`src/hdl/nnm_pkg.sv`:
```
package nnm_pkg;

    // saturated L1 distance
    localparam int DIST_W = 20;
    localparam logic [DIST_W-1:0] DIST_MAX = '1;

    // register port
    localparam int CFG_W = 32;
    localparam int ADDR_W = 3;
    localparam int DIMENSIONS_W = 5;
    localparam int TRAIN_COUNT_W = 7;
    localparam logic [DIMENSIONS_W-1:0] DIMENSIONS_RST = 5'd16;
    localparam logic [TRAIN_COUNT_W-1:0] TRAIN_COUNT_RST = 7'd64;

    typedef enum logic {
        REG_DIMENSIONS  = 1'b0,
        REG_TRAIN_COUNT = 1'b1
    } t_reg_idx;

    typedef enum logic {
        OP_LOAD  = 1'b0,
        OP_QUERY = 1'b1
    } t_op;

    typedef enum logic [2:0] {
        S_IDLE,
        S_RESYNC,
        S_SEARCH,
        S_DRAIN,
        S_LABEL,
        S_OUT
    } t_state;

    typedef struct packed {
        logic load_wr;
        logic query_wr;
        logic search_start;
        logic issue;
        logic div_start;
        logic div_step;
        logic div_apply;
        logic label_rd;
        logic out_load;
    } t_cmd;

    typedef struct packed {
        logic q_last;
        logic issue_last;
        logic pipe_busy;
        logic div_done;
        logic out_free;
        logic load_ok;
    } t_status;

endpackage

```
`src/hdl/nnm_ctrl.sv`:
```
module nnm_ctrl (
    input  logic              i_clk,
    input  logic              i_rst_n,
    input  logic              i_in_valid,
    input  logic              i_op,
    input  logic              i_cfg_wr,
    input  nnm_pkg::t_status  i_status,
    output nnm_pkg::t_cmd     o_cmd,
    output logic              o_in_stall,
    output nnm_pkg::t_state   o_state
);

    nnm_pkg::t_state r_state;
    nnm_pkg::t_state n_state;
    logic            accept;

    // a register write takes priority over a request in the same cycle
    assign o_in_stall = (r_state != nnm_pkg::S_IDLE) | i_cfg_wr;
    assign accept     = i_in_valid & ~o_in_stall;
    assign o_state    = r_state;

    always_ff @(posedge i_clk) begin
        if (!i_rst_n) begin
            r_state <= nnm_pkg::S_IDLE;
        end else begin
            r_state <= n_state;
        end
    end

    always_comb begin
        n_state = r_state;
        case (r_state)
            nnm_pkg::S_IDLE: begin
                if (i_cfg_wr) begin
                    n_state = nnm_pkg::S_RESYNC;
                end else if (accept && i_op == nnm_pkg::OP_QUERY && i_status.q_last) begin
                    n_state = nnm_pkg::S_SEARCH;
                end
            end
            nnm_pkg::S_RESYNC: begin
                if (!i_cfg_wr && i_status.div_done) begin
                    n_state = nnm_pkg::S_IDLE;
                end
            end
            nnm_pkg::S_SEARCH: begin
                if (i_status.issue_last) begin
                    n_state = nnm_pkg::S_DRAIN;
                end
            end
            nnm_pkg::S_DRAIN: begin
                if (!i_status.pipe_busy) begin
                    n_state = nnm_pkg::S_LABEL;
                end
            end
            nnm_pkg::S_LABEL: begin
                n_state = nnm_pkg::S_OUT;
            end
            nnm_pkg::S_OUT: begin
                if (i_status.out_free) begin
                    n_state = nnm_pkg::S_IDLE;
                end
            end
            default: begin
                n_state = nnm_pkg::S_IDLE;
            end
        endcase
    end

    always_comb begin
        o_cmd = '0;
        case (r_state)
            nnm_pkg::S_IDLE: begin
                o_cmd.load_wr      = accept & (i_op == nnm_pkg::OP_LOAD);
                o_cmd.query_wr     = accept & (i_op == nnm_pkg::OP_QUERY);
                o_cmd.search_start = accept & (i_op == nnm_pkg::OP_QUERY) & i_status.q_last;
                o_cmd.div_start    = i_cfg_wr;
            end
            nnm_pkg::S_RESYNC: begin
                o_cmd.div_start = i_cfg_wr;
                o_cmd.div_step  = ~i_cfg_wr & ~i_status.div_done;
                o_cmd.div_apply = ~i_cfg_wr & i_status.div_done;
            end
            nnm_pkg::S_SEARCH: begin
                o_cmd.issue = 1'b1;
            end
            nnm_pkg::S_LABEL: begin
                o_cmd.label_rd = 1'b1;
            end
            nnm_pkg::S_OUT: begin
                o_cmd.out_load = i_status.out_free;
            end
            default: begin
            end
        endcase
    end

endmodule

```
`config.mk`:
```
export PLATFORM = sky130hd
export DESIGN_NAME = nnm_ctrl
export DESIGN_NICKNAME = d
export VERILOG_FILES = /design/src/hdl/nnm_pkg.sv /design/src/hdl/nnm_ctrl.sv
export SDC_FILE = /design/constraint.sdc
export NUM_CORES = 1
export LEC_CHECK = 0
export ABC_AREA = 1
export BUFFER_PORTS_ARGS = -buffer_cell sky130_fd_sc_hd__buf_2
export CAP_MARGIN = 5
export CORE_AREA = 4 4 41 43
export CTS_BUF_LIST = sky130_fd_sc_hd__clkbuf_4
export CTS_CLUSTER_SIZE = 28
export DETAILED_ROUTE_END_ITERATION = 10
export DIE_AREA = 0 0 45 47
export PLACE_DENSITY = 0.65
export SYNTH_ARGS = -nofsm -noshare
export SYNTH_HDL_FRONTEND = slang
export SYNTH_SLANG_ARGS = --single-unit
export TNS_END_PERCENT = 20
```
`constraint.sdc`:
```
create_clock -name i_clk -period 1.15 [get_ports i_clk]
set_clock_uncertainty 0.05 [all_clocks]
set_input_delay 0.0575 -clock i_clk [delete_from_list [all_inputs] [get_ports i_clk]]
set_output_delay 0.0575 -clock i_clk [all_outputs]
set_load 0.03 [all_outputs]
```
==> summary.md <==
| Metric | Value |
|---|---|
| Total die area | ~2100 sq um |
| Worst-Margin Slew | about 0.33 ns |
| Syn_nets | between 60 and 70 |
| Switch share | 0.496 |
| PnR worst setup slack | -0.239 ns |
| Setup slack, reg-to-reg | -0.12 ns |
| Placement Setup Slack | -0.0764 ns |
| Die W | between 40 and 50 um |
| Unrepaired setup endpoints after global routing | yes |
| Slowest cell on crit path | dfxtp_4 |
| Startpoint types | flop |
| I/O pin cnt | 24 |
| Final period util | 1.21 |
| Origin of the worst setup path | o_state[1] |
| Hold Path Class | input port to flop |
| TritonRoute pass-1 iters | 4 |
| Reg-to-reg critical path endpoint | o_state[0] |
| Final TNS setup | -1.50 ns |
| F_max | 720 MHz |
| Synth area leaders | dfxtp_1 19%, inv_1 13%, nand2_1 13% |
| Max Slew Vio Count | 0 |
| Pleak | between 0.3 and 0.4 nW |
| Warnings from Yosys | 0 |
| CP Depth | 6 |
| Violated checks | negative setup slack |
| Initial antenna violation count | 0 |
| VDD IR max | ~0.0017 V |
| Slew headroom | 0.777 |
| Clock slew at reported path FFs | 0.03 ns |
| TritonCTS clock tree | done |
| Ant. Diodes | 0 |
| Port Buffers | 22 |
| Cell Pwr Density | 2490 nW/um^2 |
| Share of cells above drive strength 1 | 0.705 |
| Reg2reg start | o_state[1] |
| Layout net count | between 100 and 150 |
| Core area | approximately 1300 sq um |
| Sink Count | 3 |
| Crit. End Element | primary output |
| Row count | 13 |
| R2r worst-path depth | 9 |
| Total gr overflow | 0 |
| Chip height | 47 um |
| Vias in the first global route | about 450 |
| Via count | 470 |
| Critical path destination | o_cmd[6] |
| Final hold violations | 0 |
| Post-synth EDFFs | 0 |
| Max incr delay on CP | approximately 0.36 ns |
| Sequential power share | 0.138 |
| Min Tclk post-route | roughly 1.4 ns |
| Post-DP HPWL | between 800 and 900 um |
| Syn Inst Count | 55 |
| Synth area leader | dfxtp_1 |
| Design area | a little over 700 sq um |
| DR vias/cell | around 4.3 |
| Asr flop ratio synth | 0 |
| Synth Area per Inst | between 5 and 6 sq um |
| Most instantiated cells after synthesis | 11 x inv_1, 11 x nand2_1, 6 x nor2_1 |
| CP Max Fanout | 6 |
| Critical Path RT | ~1.0 ns |
| Placer Congestion | 0.754 |
| Crit path kind | flop to primary output |
| Setup violations, final | 12 |
| Synth cell types | 16 |
| Layout overhead on the synthesized area | 126% |
| CTS Buf Count | 3 |
| Seq/Total Area, Yosys | 0.190 |
| GRT Overall Usage | 0.122 |
| Htree depth | 1 |
| Sw Pwr | around 0.9 mW |
| Dpl cell area | ~610 sq um |
| Largest net degree at the start of global routing | 7 |
| Hold buffers post-CTS | 0 |
| Most used cell, CP | nor2_4 |
| CTS max path bufs | 2 |
| Worst Path Buf+Inv | 1 |
| Starting Density | 0.242 |
| Clk Latency, worst-skew pair | about 0.22 ns |
| WL final | about 1100 um |
| Crit-path cells | nor2_4 -> nand2_2 -> nor2_4 -> nand2_4 -> nor3_4 -> buf_6 |
| Worst EP arrival | 1.28 ns |
| Ys flop type | dfxtp_1 |
| Initial DRC count | 1 |
| Avg WL per Cell | ~9.8 um |
| First-pass GRT wire length | 1860 um |
| Power Total | 1.77 mW |
| Largest register FFs | 3 |
| Root buffer cell | clkbuf_4 |
| # Max-Cap Violations | 0 |
| Post-synthesis cell area | ~320 sq um |
| Status | finished with violations |
| Combinational cell fraction of total power | 0.749 |
| Int Pwr | 0.893 mW |
| CP top delay family | simple AND/OR/NAND/NOR gates |
| Yosys top cell area share | 0.190 |
| Final ANT Viol Nets | 0 |
| Residual DRC | 0 |
| Clock power share | 0.112 |
| Yosys reg bits | 3 |
==> power by group through the flow <==
stage / sequential, mW / combinational [mW] / clock, mW
2_1_floorplan: 0.330 / 0.679 / 0
3_3_place_gp: 0.232 / 1.14 / 0
3_5_place_dp: 0.238 / 1.15 / 0
6_report: 0.245 / 1.33 / 0.199
5_1_grt: 0.254 / 1.44 / 0.217
4_1_cts: 0.245 / 1.28 / 0.208
==> per-layer routing <==
| layer | vias to the layer above | wire [um] | global-route usage |
|---|---|---|---|
| li1 | 252 | - | - |
| met1 | 207 | 427 | 0.134 |
| met2 | 11 | 587 | 0.220 |
| met3 | 0 | 67 | 0.0307 |
| met4 | 0 | 0 | 0.0526 |
| met5 | - | 0 | 0 |
==> cells by family after synthesis <==
family,count (synthesis),synth area share
AND/OR/NAND/NOR,35,0.560
buffers and inverters,13,0.155
AO/OA/AOI/OAI,4,0.0952
flip-flops,3,0.190
==> how the worst min path moves through the flow <==
stage                 start          to  slack [ns]  cells after the start
global route        i_rst_n  o_state[2]        0.02                      3
detailed placement  i_rst_n  o_state[2]        0.25                      3
floorplan           i_rst_n  o_state[2]        0.11                      2
finish              i_rst_n  o_state[2]        0.01                      3
CTS                 i_rst_n  o_state[2]       0.008                      3
global placement    i_rst_n  o_state[2]        0.24                      3
==> per-stage QoR <==
stage                     utilization  std cells  hold slack (ns)
final                           0.547        110           0.0114
after CTS                       0.538        109          0.00795
after global placement          0.467        103            0.243
after detailed placement        0.467        103            0.246
after global routing            0.547        110           0.0186
after floorplan                     -         55            0.107
==> layout by cell type (no fill, tap or decap), drive strengths merged <==
cell / netlist / routed
nand3: 5 / 5
a21oi: 2 / 2
clkbuf: 0 / 4
dfxtp: 3 / 3
buf: 0 / 36
nor3: 3 / 3
nand4: 1 / 1
o31ai: 1 / 1
nor2: 11 / 11
inv: 13 / 13
nor4: 1 / 1
nand2: 14 / 14
o211ai: 1 / 1
==> worst min-delay path: stages <==
cell     delay, ns
buf_2         0.11
inv_1         0.05
a21oi_1       0.03
==> layout make-up <==
| type | instances | area [sq um] |
|---|---|---|
| clock buffer | 4 | 30.0 |
| fill | 136 | 589 |
| inverter | 13 | 53.8 |
| multi-input combinational | 39 | 287 |
| sequential | 3 | 71.3 |
| tap | 15 | 18.8 |
| timing repair buffer | 36 | 251 |
==> what timing repair did <==
action | 4_1_cts | 5_1_grt
endpoints found under the setup margin | 12 | 13
gates resized for setup | 16 | 1
buffers inserted | 2 | 1
gates cloned | 0 | 0
pin swaps | 6 | 3
(Power assumes the default switching activity.)
