===== src/hdl/nnm_pkg.sv =====
package nnm_pkg;

    // saturated L1 distance
    localparam int DIST_W = 20;
    localparam logic [DIST_W-1:0] DIST_MAX = '1;

    // register port
    localparam int CFG_W = 32;
    localparam int ADDR_W = 3;
    localparam int DIMENSIONS_W = 5;
    localparam int TRAIN_COUNT_W = 7;
    localparam logic [DIMENSIONS_W-1:0] DIMENSIONS_RST = 5'd16;
    localparam logic [TRAIN_COUNT_W-1:0] TRAIN_COUNT_RST = 7'd64;

    typedef enum logic {
        REG_DIMENSIONS  = 1'b0,
        REG_TRAIN_COUNT = 1'b1
    } t_reg_idx;

    typedef enum logic {
        OP_LOAD  = 1'b0,
        OP_QUERY = 1'b1
    } t_op;

    typedef enum logic [2:0] {
        S_IDLE,
        S_RESYNC,
        S_SEARCH,
        S_DRAIN,
        S_LABEL,
        S_OUT
    } t_state;

    typedef struct packed {
        logic load_wr;
        logic query_wr;
        logic search_start;
        logic issue;
        logic div_start;
        logic div_step;
        logic div_apply;
        logic label_rd;
        logic out_load;
    } t_cmd;

    typedef struct packed {
        logic q_last;
        logic issue_last;
        logic pipe_busy;
        logic div_done;
        logic out_free;
        logic load_ok;
    } t_status;

endpackage


===== src/hdl/nnm_regs.sv =====
module nnm_regs #(
    parameter int DIM_MAX = 16,
    parameter int TRAIN_MAX = 64,
    localparam int DIM_W = $clog2(DIM_MAX + 1),
    localparam int CNT_W = $clog2(TRAIN_MAX + 1)
) (
    input  logic                       i_clk,
    input  logic                       i_rst_n,
    input  logic                       psel,
    input  logic                       penable,
    input  logic                       pwrite,
    input  logic [nnm_pkg::ADDR_W-1:0] paddr,
    input  logic [nnm_pkg::CFG_W-1:0]  pwdata,
    output logic [nnm_pkg::CFG_W-1:0]  prdata,
    output logic                       pready,
    output logic                       o_cfg_wr,
    output logic [DIM_W-1:0]           o_eff_dim,
    output logic [CNT_W-1:0]           o_eff_cnt
);

    logic [nnm_pkg::DIMENSIONS_W-1:0]  r_dimensions;
    logic [nnm_pkg::TRAIN_COUNT_W-1:0] r_train_count;
    nnm_pkg::t_reg_idx                 reg_idx;

    assign pready   = 1'b1;
    assign reg_idx  = nnm_pkg::t_reg_idx'(paddr[2]);
    assign o_cfg_wr = psel & penable & pwrite & pready;

    always_ff @(posedge i_clk) begin
        if (!i_rst_n) begin
            r_dimensions  <= nnm_pkg::DIMENSIONS_RST;
            r_train_count <= nnm_pkg::TRAIN_COUNT_RST;
        end else if (o_cfg_wr) begin
            case (reg_idx)
                nnm_pkg::REG_DIMENSIONS: begin
                    r_dimensions <= pwdata[nnm_pkg::DIMENSIONS_W-1:0];
                end
                nnm_pkg::REG_TRAIN_COUNT: begin
                    r_train_count <= pwdata[nnm_pkg::TRAIN_COUNT_W-1:0];
                end
                default: begin
                end
            endcase
        end
    end

    always_comb begin
        case (reg_idx)
            nnm_pkg::REG_DIMENSIONS:  prdata = nnm_pkg::CFG_W'(r_dimensions);
            nnm_pkg::REG_TRAIN_COUNT: prdata = nnm_pkg::CFG_W'(r_train_count);
            default:                  prdata = '0;
        endcase
    end

    // zero counts as one, anything above the maximum as the maximum
    always_comb begin
        if (r_dimensions == '0) begin
            o_eff_dim = DIM_W'(1);
        end else if (32'(r_dimensions) > DIM_MAX) begin
            o_eff_dim = DIM_W'(DIM_MAX);
        end else begin
            o_eff_dim = DIM_W'(r_dimensions);
        end
    end

    always_comb begin
        if (r_train_count == '0) begin
            o_eff_cnt = CNT_W'(1);
        end else if (32'(r_train_count) > TRAIN_MAX) begin
            o_eff_cnt = CNT_W'(TRAIN_MAX);
        end else begin
            o_eff_cnt = CNT_W'(r_train_count);
        end
    end

endmodule


===== config.mk =====
export PLATFORM = sky130hd
export DESIGN_NAME = nnm_regs
export DESIGN_NICKNAME = d
export VERILOG_FILES = /design/src/hdl/nnm_pkg.sv /design/src/hdl/nnm_regs.sv
export SDC_FILE = /design/constraint.sdc
export NUM_CORES = 1
export LEC_CHECK = 0
export ABC_AREA = 1
export BUFFER_PORTS_ARGS = -buffer_cell sky130_fd_sc_hd__buf_2
export CAP_MARGIN = 20
export CORE_MARGIN = 3
export CORE_UTILIZATION = 38
export DETAILED_ROUTE_END_ITERATION = 12
export GPL_TIMING_DRIVEN = 0
export PLACE_DENSITY = 0.91
export SETUP_SLACK_MARGIN = 0.05
export SYNTH_ARGS = -nofsm -noshare
export SYNTH_HDL_FRONTEND = slang
export SYNTH_SLANG_ARGS = --single-unit

===== constraint.sdc =====
create_clock -name i_clk -period 1.5 [get_ports i_clk]
set_input_delay 0.075 -clock i_clk [delete_from_list [all_inputs] [get_ports i_clk]]
set_output_delay 0.075 -clock i_clk [all_outputs]
set_load 0.05 [all_outputs]

==> key figures, run 1 <==
Finish
  • Synthesis-to-layout area growth: 40.5%
  • Non-filler instance count after layout: around 240
  • Final Core Density: 0.577
  • N_diodes: 0
  • Commonest non-fill, non-tap cell in the layout: buf_4
  • Most frequent cells in the layout: 29 x buf_4, 27 x buf_2, 26 x conb_1, 25 x nor2_1, 23 x nand2_1
  • Fin nets: 250
  • Post-route cell area: about 0.0013 sq mm
  • Share of layout cells above drive strength 1: 0.373

Place
  • PortBufs: 31
  • Final GP Congestion: just under 0.8
  • DP Worst Slack: 322 ps
  • Area after DPL: 0.00121 sq mm
  • HPWL after DPL: 1.74 mm
  • Cell count after placement: ~230

Flow run
  • Max Cap Violations: 0

STA
  • Skew final: 0 ps
  • Fin crit share: 0.897
  • Final setup violation count: 0
  • Setup TNS: 0 ps
  • Endpoints failing hold: 0
  • Final WS setup: about 160 ps
  • RSZ-0062 raised after global routing: false
  • Crit path time final: roughly 1300 ps
  • F_max: between 700 and 800 MHz
  • Hold WS: 34.5 ps
  • Max Slew Vio Count: 0

Min path
  • Min-Delay Path Class: input port to flip-flop

Critical path
  • Critical path type: flip-flop to output pin
  • CP bufs+invs: 2
  • Slowest cell on crit path: dfxtp_1
  • CP max FO: 5
  • Most frequent CP cell: nor2_2
  • Worst EP required: between 1000 and 1500 ps
  • Top delay family on crit path: simple AND/OR/NAND/NOR gates
  • Crit-path max cell delay: 350 ps
  • Worst EP arrival: 1270 ps
  • Startpoint Class: flip-flop
  • Critical-path cell list: nor2_2 -> nand3_1 -> nand2_1 -> inv_2 -> nor2_2 -> buf_6
  • Critical path capture point type: output pin

Yosys
  • Flops & latches, synth: 12
  • Syn avg cell area: 6.21 sq um
  • Synthesized instance count: between 100 and 150
  • Cell taking the most area after synthesis: dfxtp_1
  • Ys async rst share: 0
  • Post-synth cell types: 16
  • Synth warn: 0
  • Area share of the largest cell type after synthesis: 0.259
  • Number of flops mapped to enable cells by yosys: 0
  • Post-synthesis sequential area ratio: 0.259
  • Cell Area, Synth: 926 sq um
  • Synth Flop Type: dfxtp_1
  • Top post-synthesis cells by area: dfxtp_1 26%, buf_4 23%, nor2_1 13%

Floorplan
  • Core ar.: between 0.002 and 0.0025 sq mm
  • Initial Util: 0.411
  • Die width: around 55 microns
  • Die H: 55.4 microns
  • Site Rows: 17
  • I/O pins: 86
  • Die area: between 0.003 and 0.004 sq mm

Power
  • LEAKAGE: about 0.75 nW
  • Max IR drop VDD: roughly 0.0005 V
  • PnR Total Power: 1.01 mW
  • Pwr Density: between 700 and 800 mW/mm^2

Drt
  • ANT nets after route: 0
  • Vias: 953
  • Vias per std cell: roughly 4.0
  • Routed WL per cell: between 8 and 9 microns
  • Final WL: approximately 2 mm
  • Router iterations before antenna repair: 4
  • Drt drc: 0
  • Initial DRC Count: 14

Clocking
  • Reg clk slew, reported paths: about 70 ps
  • Hold buffers post-CTS: 0
  • CTS tree: yes
  • TritonCTS sink count: 12
  • CTS Buf Count: 3
  • CTS H-tree lvls: 1
  • Root cell of the clock tree: clkbuf_4
  • Skew-Pair Late Insertion Delay: 260 ps
  • Max Root-Sink Buffers: 2

Global route
  • Antenna violations before repair: 0
  • Total track usage: 0.130
  • Number of global-route vias before repair: 809
  • First-pass GRT wire length: about 3.3 mm
  • Grt total ovfl: 0
  • Pin count of the biggest net entering global routing: 11

Run status
  • Outcome: finished, final reports clean
-- worst reg2reg max path, delay by kind of cell (launching register included) --
kind | cells | cell delay [ps]
simple gates | 1 | 70
compound gates | 1 | 130
flops | 1 | 460
-- cells by family (layout without fill, tap and decap cells) --
kind of cell           Yosys count  count (layout)  share of synthesized area
AOI/OAI and AO/OA                9               9                     0.0486
buffers and inverters           52              88                      0.330
other                            2              26                    0.00811
DFF                             12              12                      0.259
and+or+nand+nor                 74              74                      0.354
-- layout make-up --
| type | instances | area [sq um] |
|---|---|---|
| well taps | 28 | 35.0 |
| inverters | 20 | 77.6 |
| clock buffers | 4 | 36.3 |
| plain buffers | 32 | 228 |
| flip-flops and latches | 12 | 240 |
| fillers | 249 | 953 |
| multi-input cells | 109 | 488 |
| repair buffers | 32 | 196 |
-- synth_stat cells (2+ instances only) --
library cell / instances
a21oi_1: 2
inv_1: 19
nor2_1: 32
o21ai_0: 7
clkbuf_1: 2
dfxtp_1: 12
buf_2: 2
conb_1: 2
nand2_1: 23
buf_4: 28
nand3_1: 15
-- where the power goes --
| part | internal, mW | leakage [nW] | switching, mW |
|---|---|---|---|
| Sequential | 0.330 | 0.0976 | 0.0117 |
| Clock | 0.147 | 0.0210 | 0.101 |
| Combinational | 0.113 | 0.627 | 0.304 |
| Total | 0.589 | 0.746 | 0.417 |
-- registers in the layout, summed over array words and instances (netlist names) --
register,flops
r_dimensions,5
r_train_count,7
-- final timing paths --
path,from,end,slack (ps),cells past startpoint
setup / recovery,r_train_count[0]$_SDFFE_PN0P_,o_eff_cnt[5],160,6
hold / removal,pwdata[4],r_dimensions[4]$_SDFFE_PN1P_,30,3
setup reg to reg,r_dimensions[4]$_SDFFE_PN1P_,r_dimensions[4]$_SDFFE_PN1P_,780,2
hold reg to reg,r_dimensions[2]$_SDFFE_PN0P_,r_dimensions[2]$_SDFFE_PN0P_,490,2
-- per-layer routing --
metal | GRT usage | vias up | part of all wire
li1 | - | 522 | -
met1 | 0.159 | 382 | 0.39
met2 | 0.215 | 43 | 0.51
met3 | 0.00701 | 6 | 0.072
met4 | 0.0938 | 0 | 0.035
met5 | 0 | - | 0
-- repair_timing --
action                                  CTS  global route
pin swaps                                 0             1
endpoints found under the setup margin    2             6
resized for setup                         2            20
gates cloned                              0             0
buffers inserted                          0             1
(Power assumes the default switching activity.)
==> inputs of run 2 (changes only) <==
- REMOVE_ABC_BUFFERS: not set -> 1
==> run 2 against run 1 <==
  * Cell area down 19%
  * Combinational power fell by 16%
  * Wire length down 9.0%
  * Largest cell class unchanged
  * Clock power is 22% lower
  * Cell count shrank 14%
==> key figures, run 2 (synthesis results as in run 1) <==
Clocking
  • Reg clk slew, reported paths: 70 ps (about the same)
  • CTS H-tree lvls: 1 (unchanged)
  • Max Root-Sink Buffers: 2 (unchanged)
  • Skew-Pair Late Insertion Delay: 270 ps (about the same)
  • CTS Buf Count: 3 (unchanged)
  • TritonCTS sink count: 12 (unchanged)
  • CTS tree: yes
  • Hold buffers post-CTS: 0 (unchanged)
  • Root cell of the clock tree: clkbuf_4

Critical path
  • Critical-path cell list: nor2_1 -> nand3_1 -> nand2_2 -> inv_2 -> nor2_1 -> buf_6
  • Startpoint Class: flip-flop
  • CP max FO: 5 (unchanged)
  • Slowest cell on crit path: dfxtp_1
  • Critical path depth: 6 (unchanged)
  • Critical path type: flip-flop to output pin
  • Top delay family on crit path: simple AND/OR/NAND/NOR gates
  • Worst EP required: 1420 ps (about the same)
  • Worst EP arrival: 1320 ps (+50 ps)
  • Critical path capture point type: output pin
  • CP bufs+invs: 2 (unchanged)
  • Crit-path max cell delay: 340 ps (about the same)
  • Most frequent CP cell: nor2_1
  • FF-to-FF path depth: 2 (unchanged)

Global route
  • Grt total ovfl: 0 (unchanged)
  • Total track usage: 0.115 (-0.0148)
  • Antenna violations before repair: 0 (unchanged)
  • Pin count of the biggest net entering global routing: 20 (+9)
  • Number of global-route vias before repair: 701 (-13%)
  • First-pass GRT wire length: 2.92 mm (-12%)

Place
  • Cell count after placement: 201 (-13%)
  • Final GP Congestion: 0.802 (+4.0%)
  • HPWL after DPL: 1.45 mm (-16%)
  • PortBufs: 32 (+3.2%)

Min path
  • Hold Path Cell Cnt: 3 (unchanged)
  • Min-Delay Path Class: input port to flip-flop

STA
  • Final setup violation count: 0 (unchanged)
  • Fin crit share: 0.929 (+0.0323)
  • Slew headroom: 0.589
  • Max Slew Vio Count: 0 (unchanged)
  • Setup TNS: 0 ps (unchanged)
  • Endpoints failing hold: 0 (unchanged)
  • F_max: 718 MHz (-3.5%)
  • Slew @ Worst Pin: between 600 and 700 ps
  • Crit path time final: 1390 ps (+48.4 ps)
  • Skew final: 0 ps (unchanged)
  • RSZ-0062 raised after global routing: false

Drt
  • ANT nets after route: 0 (unchanged)
  • Final WL: 1.86 mm (-9.0%)
  • Router iterations before antenna repair: 4 (unchanged)
  • Vias per std cell: 4.25 (+5.8%)
  • Drt drc: 0 (unchanged)
  • Initial DRC Count: 13 (-1)
  • Vias: 868 (-8.9%)
  • Routed WL per cell: 9.10 microns (+5.8%)

Power
  • LEAKAGE: 0.578 nW (-22%)
  • Pwr Density: 839 mW/mm^2 (+8.6%)
  • Max IR drop VDD: 0.000457 V (-8.1%)

Finish
  • Non-filler instance count after layout: 204 (-14%)
  • Reg with most FFs: r_train_count
  • Share of layout cells above drive strength 1: 0.273 (-0.100)
  • Largest register FFs: 7 (unchanged)
  • Fin nets: 218 (-13%)
  • Most frequent cells in the layout: 27 x nor2_1, 27 x buf_2, 26 x conb_1, 22 x nand2_1, 18 x inv_1
  • Biggest registers after layout: r_train_count (7), r_dimensions (5)
  • Synthesis-to-layout area growth: 13.9%
  • N_diodes: 0 (unchanged)

Run status
  • Outcome: finished, final reports clean

Floorplan
  • Die area: 0.00306 sq mm (unchanged)
  • Core ar.: 0.00225 sq mm (unchanged)
  • I/O pins: 86 (unchanged)
  • Die H: 55.4 microns (unchanged)
  • Die width: 55.4 microns (unchanged)
  • Site Rows: 17 (unchanged)
  • Initial Util: 0.411 (unchanged)

Flow run
  • Max Cap Violations: 0 (unchanged)
[run 2: changes by cell type in the layout (fill, tap and decap cells not counted)]
| cell | previous run | this run |
|---|---|---|
| buf_4 | 29 | 0 |
| clkbuf_1 | 2 | 0 |
| clkbuf_4 | 4 | 3 |
| clkbuf_8 | 1 | 0 |
| dfxtp_1 | 12 | 10 |
| dfxtp_2 | 0 | 2 |
| nand2_1 | 23 | 22 |
| nand2_2 | 0 | 1 |
| nor2_1 | 25 | 27 |
| nor2_2 | 7 | 5 |
| o21ai_0 | 6 | 7 |
| o21ai_1 | 1 | 0 |
[run 2: area by class of cell]
| type | count | area (sq um) |
|---|---|---|
| Clock buffer | 3 | 22.5 |
| Multi-Input combinational cell | 109 | 485 |
| Sequential cell | 12 | 243 |
| Tap cell | 28 | 35.0 |
| Timing Repair Buffer | 32 | 191 |
| Fill cell | 254 | 1200 |
| Inverter | 20 | 77.6 |
[run 2: worst paths after layout]
path	startpoint	to	slack, ps
setup / recovery	r_train_count[4]$_SDFFE_PN0P_	o_eff_cnt[3]	110
setup reg to reg	r_dimensions[4]$_SDFFE_PN1P_	r_dimensions[4]$_SDFFE_PN1P_	760
hold reg to reg	r_dimensions[1]$_SDFFE_PN0P_	r_dimensions[1]$_SDFFE_PN0P_	490
hold / removal	pwdata[6]	r_train_count[6]$_SDFFE_PN1P_	20
[run 2: worst register-to-register path, delay by kind of cell, from the launching register on]
kind               cells  cell delay, ps
AOI/OAI and AO/OA      1             130
DFF                    1             470
and+or+nand+nor        1              80
[run 2: metal layers]
layer,vias to the layer above,GRT usage,share of wire
li1,452,-,-
met2,44,0.176,0.45
met5,-,0,0
met4,0,0.0417,0.011
met1,368,0.152,0.45
met3,4,0.0374,0.092
[run 2: where the power goes]
group | internal [mW] | switching [mW] | total [mW]
registers | 0.330 | 0.0120 | 0.342
logic | 0.0584 | 0.292 | 0.350
clock network | 0.0929 | 0.0999 | 0.193
[run 2: stage by stage]
step	util	instance area (sq um)	hold WS (ps)	setup slack, ps	total power, mW
after floorplan	-	788	160	-72.9	0.624
after global placement	0.436	983	293	367	0.682
after detailed placement	0.436	983	300	339	0.684
after CTS	0.452	1020	18.7	92.0	0.878
after global routing	0.468	1050	29.9	4.29	0.925
final	0.468	1050	20.1	107	0.885
[run 2: repair_timing]
| action | CTS | global route |
|---|---|---|
| resized for setup | 5 | 14 |
| endpoints found under the setup margin | 5 | 6 |
| setup buffers | 0 | 0 |
